### config.mk
export PLATFORM = sky130hd
export DESIGN_NAME = overwriting_byte_ring_buffer
export DESIGN_NICKNAME = d
export VERILOG_FILES = /design/src/rtl/core/obrb_pkg.sv /design/src/rtl/core/obrb_ram.sv /design/src/rtl/core/obrb_wrap_add.sv /design/src/rtl/core/obrb_ctrl.sv /design/src/rtl/core/overwriting_byte_ring_buffer.sv
export SDC_FILE = /design/constraint.sdc
export NUM_CORES = 2
export LEC_CHECK = 0
export BUFFER_PORTS_ARGS = -buffer_cell sky130_fd_sc_hd__buf_2
export CORE_MARGIN = 3
export CORE_UTILIZATION = 55
export CTS_CLUSTER_SIZE = 8
export DETAILED_ROUTE_END_ITERATION = 6
export PLACE_DENSITY_LB_ADDON = 0.08
export SLEW_MARGIN = 0
export SYNTH_ARGS = -nofsm -noshare
export SYNTH_HDL_FRONTEND = slang
export SYNTH_HIERARCHICAL = 1
export SYNTH_SLANG_ARGS = --single-unit
### constraint.sdc
create_clock -name clock -period 8.16 [get_ports clock]
set_input_delay 0.408 -clock clock [delete_from_list [all_inputs] [get_ports clock]]
set_output_delay 0.408 -clock clock [all_outputs]
set_load 0.01 [all_outputs]
### src/rtl/core/obrb_pkg.sv
// ----------------------------------------------------------------------------
// obrb_pkg
// Shared types, widths and helpers for the overwriting byte ring buffer.
// ----------------------------------------------------------------------------
package obrb_pkg;

   localparam int OBRB_DEPTH = 256;

   localparam int CMD_W  = 3;
   localparam int DATA_W = 32;
   localparam int OFF_W  = 8;
   localparam int CNT_W  = 9;
   localparam int DROP_W = 3;
   localparam int BYTE_W = 8;

   // largest capacity the 9-bit register can name
   localparam int MAX_CAP   = 511;
   localparam int RESET_CAP = 256;

   typedef enum logic [CMD_W-1:0] {
      CMD_PUSH_BYTE = 3'd0,
      CMD_PUSH_WORD = 3'd1,
      CMD_POP_BYTE  = 3'd2,
      CMD_POP_WORD  = 3'd3,
      CMD_PEEK_BYTE = 3'd4,
      CMD_PEEK_WORD = 3'd5
   } cmd_type;

   // entries actually addressable: pointers always stay below capacity
   function automatic int obrb_store_depth(input int depth);
      return (depth > MAX_CAP) ? MAX_CAP : depth;
   endfunction

   function automatic int obrb_reset_cap(input int depth);
      return (depth > RESET_CAP) ? RESET_CAP : depth;
   endfunction

endpackage

### src/rtl/core/obrb_ram.sv
// ----------------------------------------------------------------------------
// obrb_ram
// Generic single-write, single-read RAM with registered read data.
// ----------------------------------------------------------------------------
module obrb_ram #(
   parameter int WIDTH = 8,
   parameter int DEPTH = 256
) (
   input  logic                     clock,
   input  logic                     wr_en,
   input  logic [$clog2(DEPTH)-1:0] wr_addr,
   input  logic [WIDTH-1:0]         wr_data,
   input  logic [$clog2(DEPTH)-1:0] rd_addr,
   output logic [WIDTH-1:0]         rd_data
);

   logic [WIDTH-1:0] mem [DEPTH];
   logic [WIDTH-1:0] rd_data_ff;

   always_ff @(posedge clock) begin
      if (wr_en) begin
         mem[wr_addr] <= wr_data;
      end
      rd_data_ff <= mem[rd_addr];
   end

   assign rd_data = rd_data_ff;

endmodule

### src/rtl/core/obrb_wrap_add.sv
// ----------------------------------------------------------------------------
// obrb_wrap_add
// Shared address unit: base plus step, folded back once below the capacity.
// ----------------------------------------------------------------------------
module obrb_wrap_add #(
   parameter int AW = 8
) (
   input  logic [AW-1:0]              base,
   input  logic [obrb_pkg::OFF_W-1:0] step,
   input  logic [obrb_pkg::CNT_W-1:0] limit,
   output logic [AW-1:0]              result
);

   import obrb_pkg::*;

   localparam int SUM_W = ((AW > CNT_W) ? AW : CNT_W) + 1;

   logic [SUM_W-1:0] sum;
   logic [SUM_W-1:0] lim;
   logic [SUM_W-1:0] folded;

   assign sum    = SUM_W'(base) + SUM_W'(step);
   assign lim    = SUM_W'(limit);
   assign folded = (sum >= lim) ? (sum - lim) : sum;
   assign result = folded[AW-1:0];

endmodule

### src/rtl/core/obrb_ctrl.sv
// ----------------------------------------------------------------------------
// obrb_ctrl
// Command sequencer: pointers, count and capacity, one byte slot per cycle.
// ----------------------------------------------------------------------------
module obrb_ctrl #(
   parameter int DEPTH = obrb_pkg::OBRB_DEPTH,
   parameter int AW    = 8
) (
   input  logic                               clock,
   input  logic                               reset,
   input  logic                               start,
   output logic                               busy,
   input  logic [obrb_pkg::CMD_W-1:0]         req_command,
   input  logic [obrb_pkg::DATA_W-1:0]        req_push_data,
   input  logic [obrb_pkg::OFF_W-1:0]         req_peek_offset,
   output logic                               rsp_valid,
   output logic [obrb_pkg::DATA_W-1:0]        rsp_read_data,
   output logic                               rsp_status,
   output logic [obrb_pkg::DROP_W-1:0]        rsp_dropped,
   output logic [obrb_pkg::CNT_W-1:0]         rsp_fill_count,
   output logic                               rsp_is_empty,
   input  logic                               csr_wr_en,
   input  logic [obrb_pkg::CNT_W-1:0]         csr_wr_data,
   output logic                               mem_wr_en,
   output logic [AW-1:0]                      mem_wr_addr,
   output logic [obrb_pkg::BYTE_W-1:0]        mem_wr_data,
   output logic [AW-1:0]                      mem_rd_addr,
   input  logic [obrb_pkg::BYTE_W-1:0]        mem_rd_data,
   output logic [AW-1:0]                      unit_base,
   output logic [obrb_pkg::OFF_W-1:0]         unit_step,
   output logic [obrb_pkg::CNT_W-1:0]         unit_limit,
   input  logic [AW-1:0]                      unit_result
);

   import obrb_pkg::*;

   localparam int CAP_RESET_I = obrb_reset_cap(DEPTH);

   typedef enum logic [1:0] {
      S_IDLE,
      S_RUN,
      S_DRAIN,
      S_RESP
   } state_type;

   state_type         state_ff, state_in;
   cmd_type           cmd_ff, cmd_in;
   logic [DATA_W-1:0] data_ff, data_in;
   logic [OFF_W-1:0]  off_ff, off_in;
   logic [1:0]        k_ff, k_in;
   logic [1:0]        k_prev;
   logic [AW-1:0]     rp_ff, rp_in;
   logic [AW-1:0]     wp_ff, wp_in;
   logic [CNT_W-1:0]  count_ff, count_in;
   logic [CNT_W-1:0]  cap_ff, cap_in;
   logic [DATA_W-1:0] rdata_ff, rdata_in;
   logic              status_ff, status_in;
   logic [DROP_W-1:0] dropped_ff, dropped_in;
   logic              rsp_valid_ff, rsp_valid_in;

   logic is_word, is_push, is_pop, last_slot, cfg_ok;

   assign k_prev    = k_ff - 2'd1;
   assign is_word   = (cmd_ff == CMD_PUSH_WORD) || (cmd_ff == CMD_POP_WORD) ||
                      (cmd_ff == CMD_PEEK_WORD);
   assign is_push   = (cmd_ff == CMD_PUSH_BYTE) || (cmd_ff == CMD_PUSH_WORD);
   assign is_pop    = (cmd_ff == CMD_POP_BYTE) || (cmd_ff == CMD_POP_WORD);
   assign last_slot = is_word ? (k_ff == 2'd3) : (k_ff == 2'd0);
   assign cfg_ok    = (csr_wr_data != '0) && (32'(csr_wr_data) <= 32'(DEPTH));

   always_comb begin
      state_in    = state_ff;
      cmd_in      = cmd_ff;
      data_in     = data_ff;
      off_in      = off_ff;
      k_in        = k_ff;
      rp_in       = rp_ff;
      wp_in       = wp_ff;
      count_in    = count_ff;
      cap_in      = cap_ff;
      rdata_in    = rdata_ff;
      status_in   = status_ff;
      dropped_in  = dropped_ff;
      mem_wr_en   = 1'b0;
      mem_wr_addr = wp_ff;
      mem_wr_data = data_ff[{k_ff, 3'b000} +: BYTE_W];
      mem_rd_addr = rp_ff;
      unit_base   = rp_ff;
      unit_step   = '0;

      unique case (state_ff)
         S_IDLE: begin
            if (start) begin
               cmd_in     = cmd_type'(req_command);
               data_in    = req_push_data;
               off_in     = req_peek_offset;
               k_in       = 2'd0;
               rdata_in   = '0;
               status_in  = 1'b0;
               dropped_in = '0;
               state_in   = S_RUN;
               unique case (req_command) inside
                  CMD_PUSH_BYTE, CMD_PUSH_WORD: begin
                     state_in = S_RUN;
                  end
                  CMD_POP_BYTE: begin
                     status_in = (count_ff == '0);
                  end
                  CMD_POP_WORD, CMD_PEEK_WORD: begin
                     status_in = (count_ff < CNT_W'(4));
                  end
                  CMD_PEEK_BYTE: begin
                     status_in = (CNT_W'(req_peek_offset) >= count_ff);
                  end
                  default: begin
                     // unknown command: empty result, nothing touched
                     state_in = S_RESP;
                  end
               endcase
               if (status_in) begin
                  state_in = S_RESP;
               end
            end
         end
         S_RUN: begin
            if (is_push) begin
               unit_base   = wp_ff;
               unit_step   = OFF_W'(1);
               mem_wr_en   = 1'b1;
               wp_in       = unit_result;
               if (count_ff >= cap_ff) begin
                  // full ring: read and write pointers coincide, both move on
                  rp_in      = unit_result;
                  dropped_in = dropped_ff + DROP_W'(1);
               end else begin
                  count_in = count_ff + CNT_W'(1);
               end
            end else if (is_pop) begin
               unit_base   = rp_ff;
               unit_step   = OFF_W'(1);
               mem_rd_addr = rp_ff;
               rp_in       = unit_result;
               count_in    = count_ff - CNT_W'(1);
            end else begin
               unit_base   = rp_ff;
               unit_step   = is_word ? OFF_W'(k_ff) : off_ff;
               mem_rd_addr = unit_result;
            end
            // read data of the previous slot lands this cycle
            if (!is_push && (k_ff != 2'd0)) begin
               rdata_in[{k_prev, 3'b000} +: BYTE_W] = mem_rd_data;
            end
            if (last_slot) begin
               state_in = is_push ? S_RESP : S_DRAIN;
            end else begin
               k_in = k_ff + 2'd1;
            end
         end
         S_DRAIN: begin
            rdata_in[{k_ff, 3'b000} +: BYTE_W] = mem_rd_data;
            state_in = S_RESP;
         end
         S_RESP: begin
            state_in = S_IDLE;
         end
         default: begin
            state_in = S_IDLE;
         end
      endcase

      if (csr_wr_en && cfg_ok) begin
         cap_in   = csr_wr_data;
         rp_in    = '0;
         wp_in    = '0;
         count_in = '0;
      end

      rsp_valid_in = (state_in == S_RESP);
   end

   always_ff @(posedge clock) begin
      if (reset) begin
         state_ff     <= S_IDLE;
         cmd_ff       <= CMD_PUSH_BYTE;
         data_ff      <= '0;
         off_ff       <= '0;
         k_ff         <= '0;
         rp_ff        <= '0;
         wp_ff        <= '0;
         count_ff     <= '0;
         cap_ff       <= CNT_W'(CAP_RESET_I);
         rdata_ff     <= '0;
         status_ff    <= 1'b0;
         dropped_ff   <= '0;
         rsp_valid_ff <= 1'b0;
      end else begin
         state_ff     <= state_in;
         cmd_ff       <= cmd_in;
         data_ff      <= data_in;
         off_ff       <= off_in;
         k_ff         <= k_in;
         rp_ff        <= rp_in;
         wp_ff        <= wp_in;
         count_ff     <= count_in;
         cap_ff       <= cap_in;
         rdata_ff     <= rdata_in;
         status_ff    <= status_in;
         dropped_ff   <= dropped_in;
         rsp_valid_ff <= rsp_valid_in;
      end
   end

   assign busy           = (state_ff != S_IDLE);
   assign unit_limit     = cap_ff;
   assign rsp_valid      = rsp_valid_ff;
   assign rsp_read_data  = rdata_ff;
   assign rsp_status     = status_ff;
   assign rsp_dropped    = dropped_ff;
   assign rsp_fill_count = count_ff;
   assign rsp_is_empty   = (count_ff == '0);

endmodule

### src/rtl/core/overwriting_byte_ring_buffer.sv
// ----------------------------------------------------------------------------
// overwriting_byte_ring_buffer
// Byte FIFO with programmable capacity that overwrites the oldest byte.
// ----------------------------------------------------------------------------
// A command is taken when start is high and busy is low; its one result word
// shows on the rsp_ ports for a single cycle with rsp_valid high, and the
// receiver must take it then. Byte slots take turns on the single byte-wide
// store port and the shared wrap adder. A push writes its slots, then answers;
// a pop or peek reads its slots, captures the last byte in a drain state, then
// answers; a short pop or peek or an unknown command goes straight to the
// answer. Busy falls in the cycle after the result strobe. A capacity write
// (1 up to DEPTH) empties the buffer; other values are ignored. Write capacity
// only while busy is low.
module overwriting_byte_ring_buffer #(
   parameter int DEPTH = obrb_pkg::OBRB_DEPTH
) (
   input  logic                        clock,
   input  logic                        reset,
   input  logic                        start,
   output logic                        busy,
   input  logic [obrb_pkg::CMD_W-1:0]  req_command,
   input  logic [obrb_pkg::DATA_W-1:0] req_push_data,
   input  logic [obrb_pkg::OFF_W-1:0]  req_peek_offset,
   output logic                        rsp_valid,
   output logic [obrb_pkg::DATA_W-1:0] rsp_read_data,
   output logic                        rsp_status,
   output logic [obrb_pkg::DROP_W-1:0] rsp_dropped,
   output logic [obrb_pkg::CNT_W-1:0]  rsp_fill_count,
   output logic                        rsp_is_empty,
   input  logic                        csr_wr_en,
   input  logic [obrb_pkg::CNT_W-1:0]  csr_wr_data
);

   import obrb_pkg::*;

   localparam int STORE_DEPTH = obrb_store_depth(DEPTH);
   localparam int AW          = $clog2(STORE_DEPTH);

   logic              mem_wr_en;
   logic [AW-1:0]     mem_wr_addr;
   logic [BYTE_W-1:0] mem_wr_data;
   logic [AW-1:0]     mem_rd_addr;
   logic [BYTE_W-1:0] mem_rd_data;
   logic [AW-1:0]     unit_base;
   logic [OFF_W-1:0]  unit_step;
   logic [CNT_W-1:0]  unit_limit;
   logic [AW-1:0]     unit_result;

   obrb_ctrl #(
      .DEPTH (DEPTH),
      .AW    (AW)
   ) u_ctrl (
      .clock           (clock),
      .reset           (reset),
      .start           (start),
      .busy            (busy),
      .req_command     (req_command),
      .req_push_data   (req_push_data),
      .req_peek_offset (req_peek_offset),
      .rsp_valid       (rsp_valid),
      .rsp_read_data   (rsp_read_data),
      .rsp_status      (rsp_status),
      .rsp_dropped     (rsp_dropped),
      .rsp_fill_count  (rsp_fill_count),
      .rsp_is_empty    (rsp_is_empty),
      .csr_wr_en       (csr_wr_en),
      .csr_wr_data     (csr_wr_data),
      .mem_wr_en       (mem_wr_en),
      .mem_wr_addr     (mem_wr_addr),
      .mem_wr_data     (mem_wr_data),
      .mem_rd_addr     (mem_rd_addr),
      .mem_rd_data     (mem_rd_data),
      .unit_base       (unit_base),
      .unit_step       (unit_step),
      .unit_limit      (unit_limit),
      .unit_result     (unit_result)
   );

   obrb_wrap_add #(
      .AW (AW)
   ) u_wrap_add (
      .base   (unit_base),
      .step   (unit_step),
      .limit  (unit_limit),
      .result (unit_result)
   );

   obrb_ram #(
      .WIDTH (BYTE_W),
      .DEPTH (STORE_DEPTH)
   ) u_store (
      .clock   (clock),
      .wr_en   (mem_wr_en),
      .wr_addr (mem_wr_addr),
      .wr_data (mem_wr_data),
      .rd_addr (mem_rd_addr),
      .rd_data (mem_rd_data)
   );

endmodule

==> impl_results.md <==
- Dpl hpwl: approximately 140000 um
- WHS Path Cells: 2
- Reg2Reg Capture Point: u_store/rd_data[0]
- VDD IR max: 240 uV
- Final layout net count: between 5000 and 6000
- Most used cell, CP: a21oi_1
- Post-synthesis async set-or-reset flop share: 0%
- Total CTS buffers: 322
- CP max-delay cell: nor3_1
- Hold Crit Endpoint: u_ctrl/unit_limit[6]
- Row cnt: about 150
- Vias per cell: 6.58
- Fmax: 130 MHz
- CTS max path bufs: 4
- Placed inst area: 0.0897 mm^2
- Syn-to-layout area delta: 13.6%
- Pre-CTS WS: approximately 0.4 ns
- RR Startpoint: u_ctrl/state_ff[1]
- CTS tree: built
- Status: complete, no violations
- ANT nets after route: 0
- Worst reg2reg path depth: 26
- Wire per inst: between 30 and 40 um
- Final wirelength: between 200000 and 250000 um
- Final min period: 7.69 ns
- Die X: 404 um
- Final setup viols: 0
- CTS root buf: clkbuf_16
- H-tree depth: 5
- CP top delay family: simple AND/OR/NAND/NOR gates
- Total gr overflow: 0
- Final slew viol count: 0
- Post-Synthesis Cells: about 4700
- Drt drc: 0
- Initial antenna violation count: 7
- Vias in the first global route: roughly 46000
- GPL Wtd Cong: just under 0.9
- Via count: around 47000
- Number of synthesized flops with an enable pin: between 2000 and 2500
- Die Height: 404 um
- Layout cells sized above 1: between 20% and 30%
- Fin Hold WS: 0.156 ns
- Core area: 0.157 mm^2
- Power Density: around 270 mW/mm^2
- WS Path Type: reg -> reg
- Startpoint Class: register
- Worst slew pin tran: 1.39 ns
- Max incr delay on CP: between 0.8 and 0.9 ns
- Critical path capture point type: register
- Gr usage total: 27.6%
- Yosys reg bits: 2174
- Final Cell Area: around 0.1 mm^2
- Pre-antenna DRT Iters: 5
- Syn nets: between 4000 and 5000
- Reg-to-reg slack, setup: approximately 0.47 ns
- Sequential share of the synthesized area: 73.5%
- Setup total negative slack: 0 ns
- Slew margin rel.: roughly 6.7%
- Tcrit/Tclk final: between 90% and 100%
- Mapped Area: 0.0871 mm^2
- Hold wc startpoint: reset
- Clock Skew: around 0.052 ns
- Warnings from Yosys: 6
- Final critical-path setup slack: between 0.4 and 0.5 ns
- Arrival time at the worst endpoint: approximately 8.4 ns
- First-pass GRT wire length: 326000 um
- Port-buffer cells: 103
- Top_reg_cell synth: edfxtp_1
- Largest net degree at the start of global routing: roughly 200
- Endpoints failing hold: 0
- Data required time of the worst path: around 8.9 ns
- Synth cell types: 86
- Top fanout value on the critical path: 44
- Worst hold path class: in -> reg
- Worst-Skew Late Latency: approximately 0.90 ns
- Syn_area_per_cell: roughly 19 um^2
- RSZ-0062 raised after global routing: no
- Post-CTS setup buffers: 0
- Leak: 31.2 nW
- Starting density of the core: 55.5%
- CTS sink count: ~2200
- Ports: 104
- CP Buf/Inv Count: 4
- Number of max-cap violations: 0
- Initial DRC count: 5744
- Die area: roughly 0.16 mm^2
- Worst-path clk slew: 0.05 ns
cell type report:
type | instances | area, um^2
well taps | 2058 | 2570
repair buffers | 297 | 2330
diodes | 1 | 2.50
clock buffers | 369 | 8390
inverters | 45 | 169
fillers | 10928 | 57900
flip-flops and latches | 2174 | 64000
multi-input cells | 2158 | 21300
clock inverters | 7 | 76.3
worst reg2reg max path, delay by kind of cell, from the launching register on:
kind | cells | cell delay [ns]
DFF | 1 | 0.39
AOI/OAI and AO/OA | 9 | 1.89
adders and majority gates | 4 | 1.20
and+or+nand+nor | 7 | 2.27
buffers and inverters | 4 | 1.00
muxes | 2 | 0.82
through the flow:
stage | power (mW) | std cells | utilization [%]
after floorplan | 14.3 | 4665 | -
after global placement | 15.1 | 6669 | 57.2
after detailed placement | 15.1 | 6669 | 57.2
after CTS | 26.6 | 7108 | 63.1
after global routing | 27.2 | 7108 | 63.1
final | 26.4 | 7109 | 63.1
routing by layer:
metal | wire length [um] | vias up | global-route usage [%] | share of wire (%)
met4 | 7760 | 0 | 9.66 | 3.5
met1 | 90600 | 24548 | 39.8 | 41
met5 | 0 | - | 0 | 0
met2 | 106000 | 2251 | 42.6 | 47
met3 | 19000 | 413 | 5.30 | 8.5
li1 | - | 19534 | - | -
Yosys cell counts (54+ instances only):
master    count  share of area, %
edfxtp_1   2048                71
mux4_2      462                12
nor2_1      358               1.5
nand2_1     178              0.77
a21oi_1     175               1.0
a22oi_1     167               1.4
mux2i_1     160               1.8
clkbuf_1    141              0.61
dfxtp_1     126               2.9
nor2b_1     101              0.73
a31oi_1      54              0.39
o22ai_1      54              0.39
power by group:
part           total, mW  switching (mW)  internal [mW]
Sequential          12.9          0.0987           12.8
Clock               11.4            4.34           7.10
Combinational       2.08            1.50          0.578
cells in the final DEF, fill, tap and decap left out, drive strengths merged, types with 54 or more instances in the layout:
cell	synthesis	routed
a31oi	55	55
dlygate4sd3	0	63
mux2i	160	160
dfxtp	126	126
nor2b	101	101
nand2	181	181
edfxtp	2048	2048
o22ai	54	54
clkbuf	141	369
a21oi	178	178
buf	147	234
nor2	358	358
a22oi	167	167
mux4	464	464
how the worst max path moves through the flow:
| stage | start | slack, ns | cells past startpoint | end |
|---|---|---|---|---|
| after detailed placement | u_ctrl/state_ff[1] | 0.41 | 26 | u_store/rd_data[1] |
| final | u_ctrl/state_ff[1] | 0.47 | 26 | u_store/rd_data[0] |
| after global placement | u_ctrl/state_ff[1] | 0.46 | 31 | u_store/rd_data[7] |
| after CTS | u_ctrl/state_ff[1] | 0.39 | 26 | u_store/rd_data[1] |
| after global routing | u_ctrl/state_ff[1] | 0.009 | 28 | u_store/rd_data[5] |
| after floorplan | u_ctrl/state_ff[1] | 2.28 | 29 | u_store/rd_data[2] |
sequential cells by signal, indices dropped and copies added (netlist names), 3 cells and up:
name,cells
u_ctrl/off_ff,8
u_ctrl/rsp_read_data,32
u_ctrl/cmd_ff,3
u_ctrl/data_ff,32
u_store/mem,2048
u_ctrl/unit_limit,9
u_ctrl/rsp_dropped,3
u_ctrl/rp_ff,8
u_store/rd_data,8
u_ctrl/mem_wr_addr,8
u_ctrl/rsp_fill_count,9
kinds of logic (layout without fill, tap and decap cells):
family / Yosys count / in the layout / share of synthesized area [%]
DFF: 2174 / 2174 / 73.5
and+or+nand+nor: 804 / 804 / 4.21
muxes: 640 / 640 / 14.1
AOI/OAI and AO/OA: 639 / 639 / 5.01
buffers and inverters: 333 / 718 / 2.14
adders and majority gates: 56 / 56 / 0.831
xor gates and xnor gates: 19 / 19 / 0.191
other: 0 / 1 / 0
what timing repair did:
action | CTS | global route
endpoints found under the setup margin | 0 | 7
hold buffers | 63 | 0
endpoints found under the hold margin | 54 | 0
resized for setup | 0 | 12
Power figures use the tool's default switching activity.
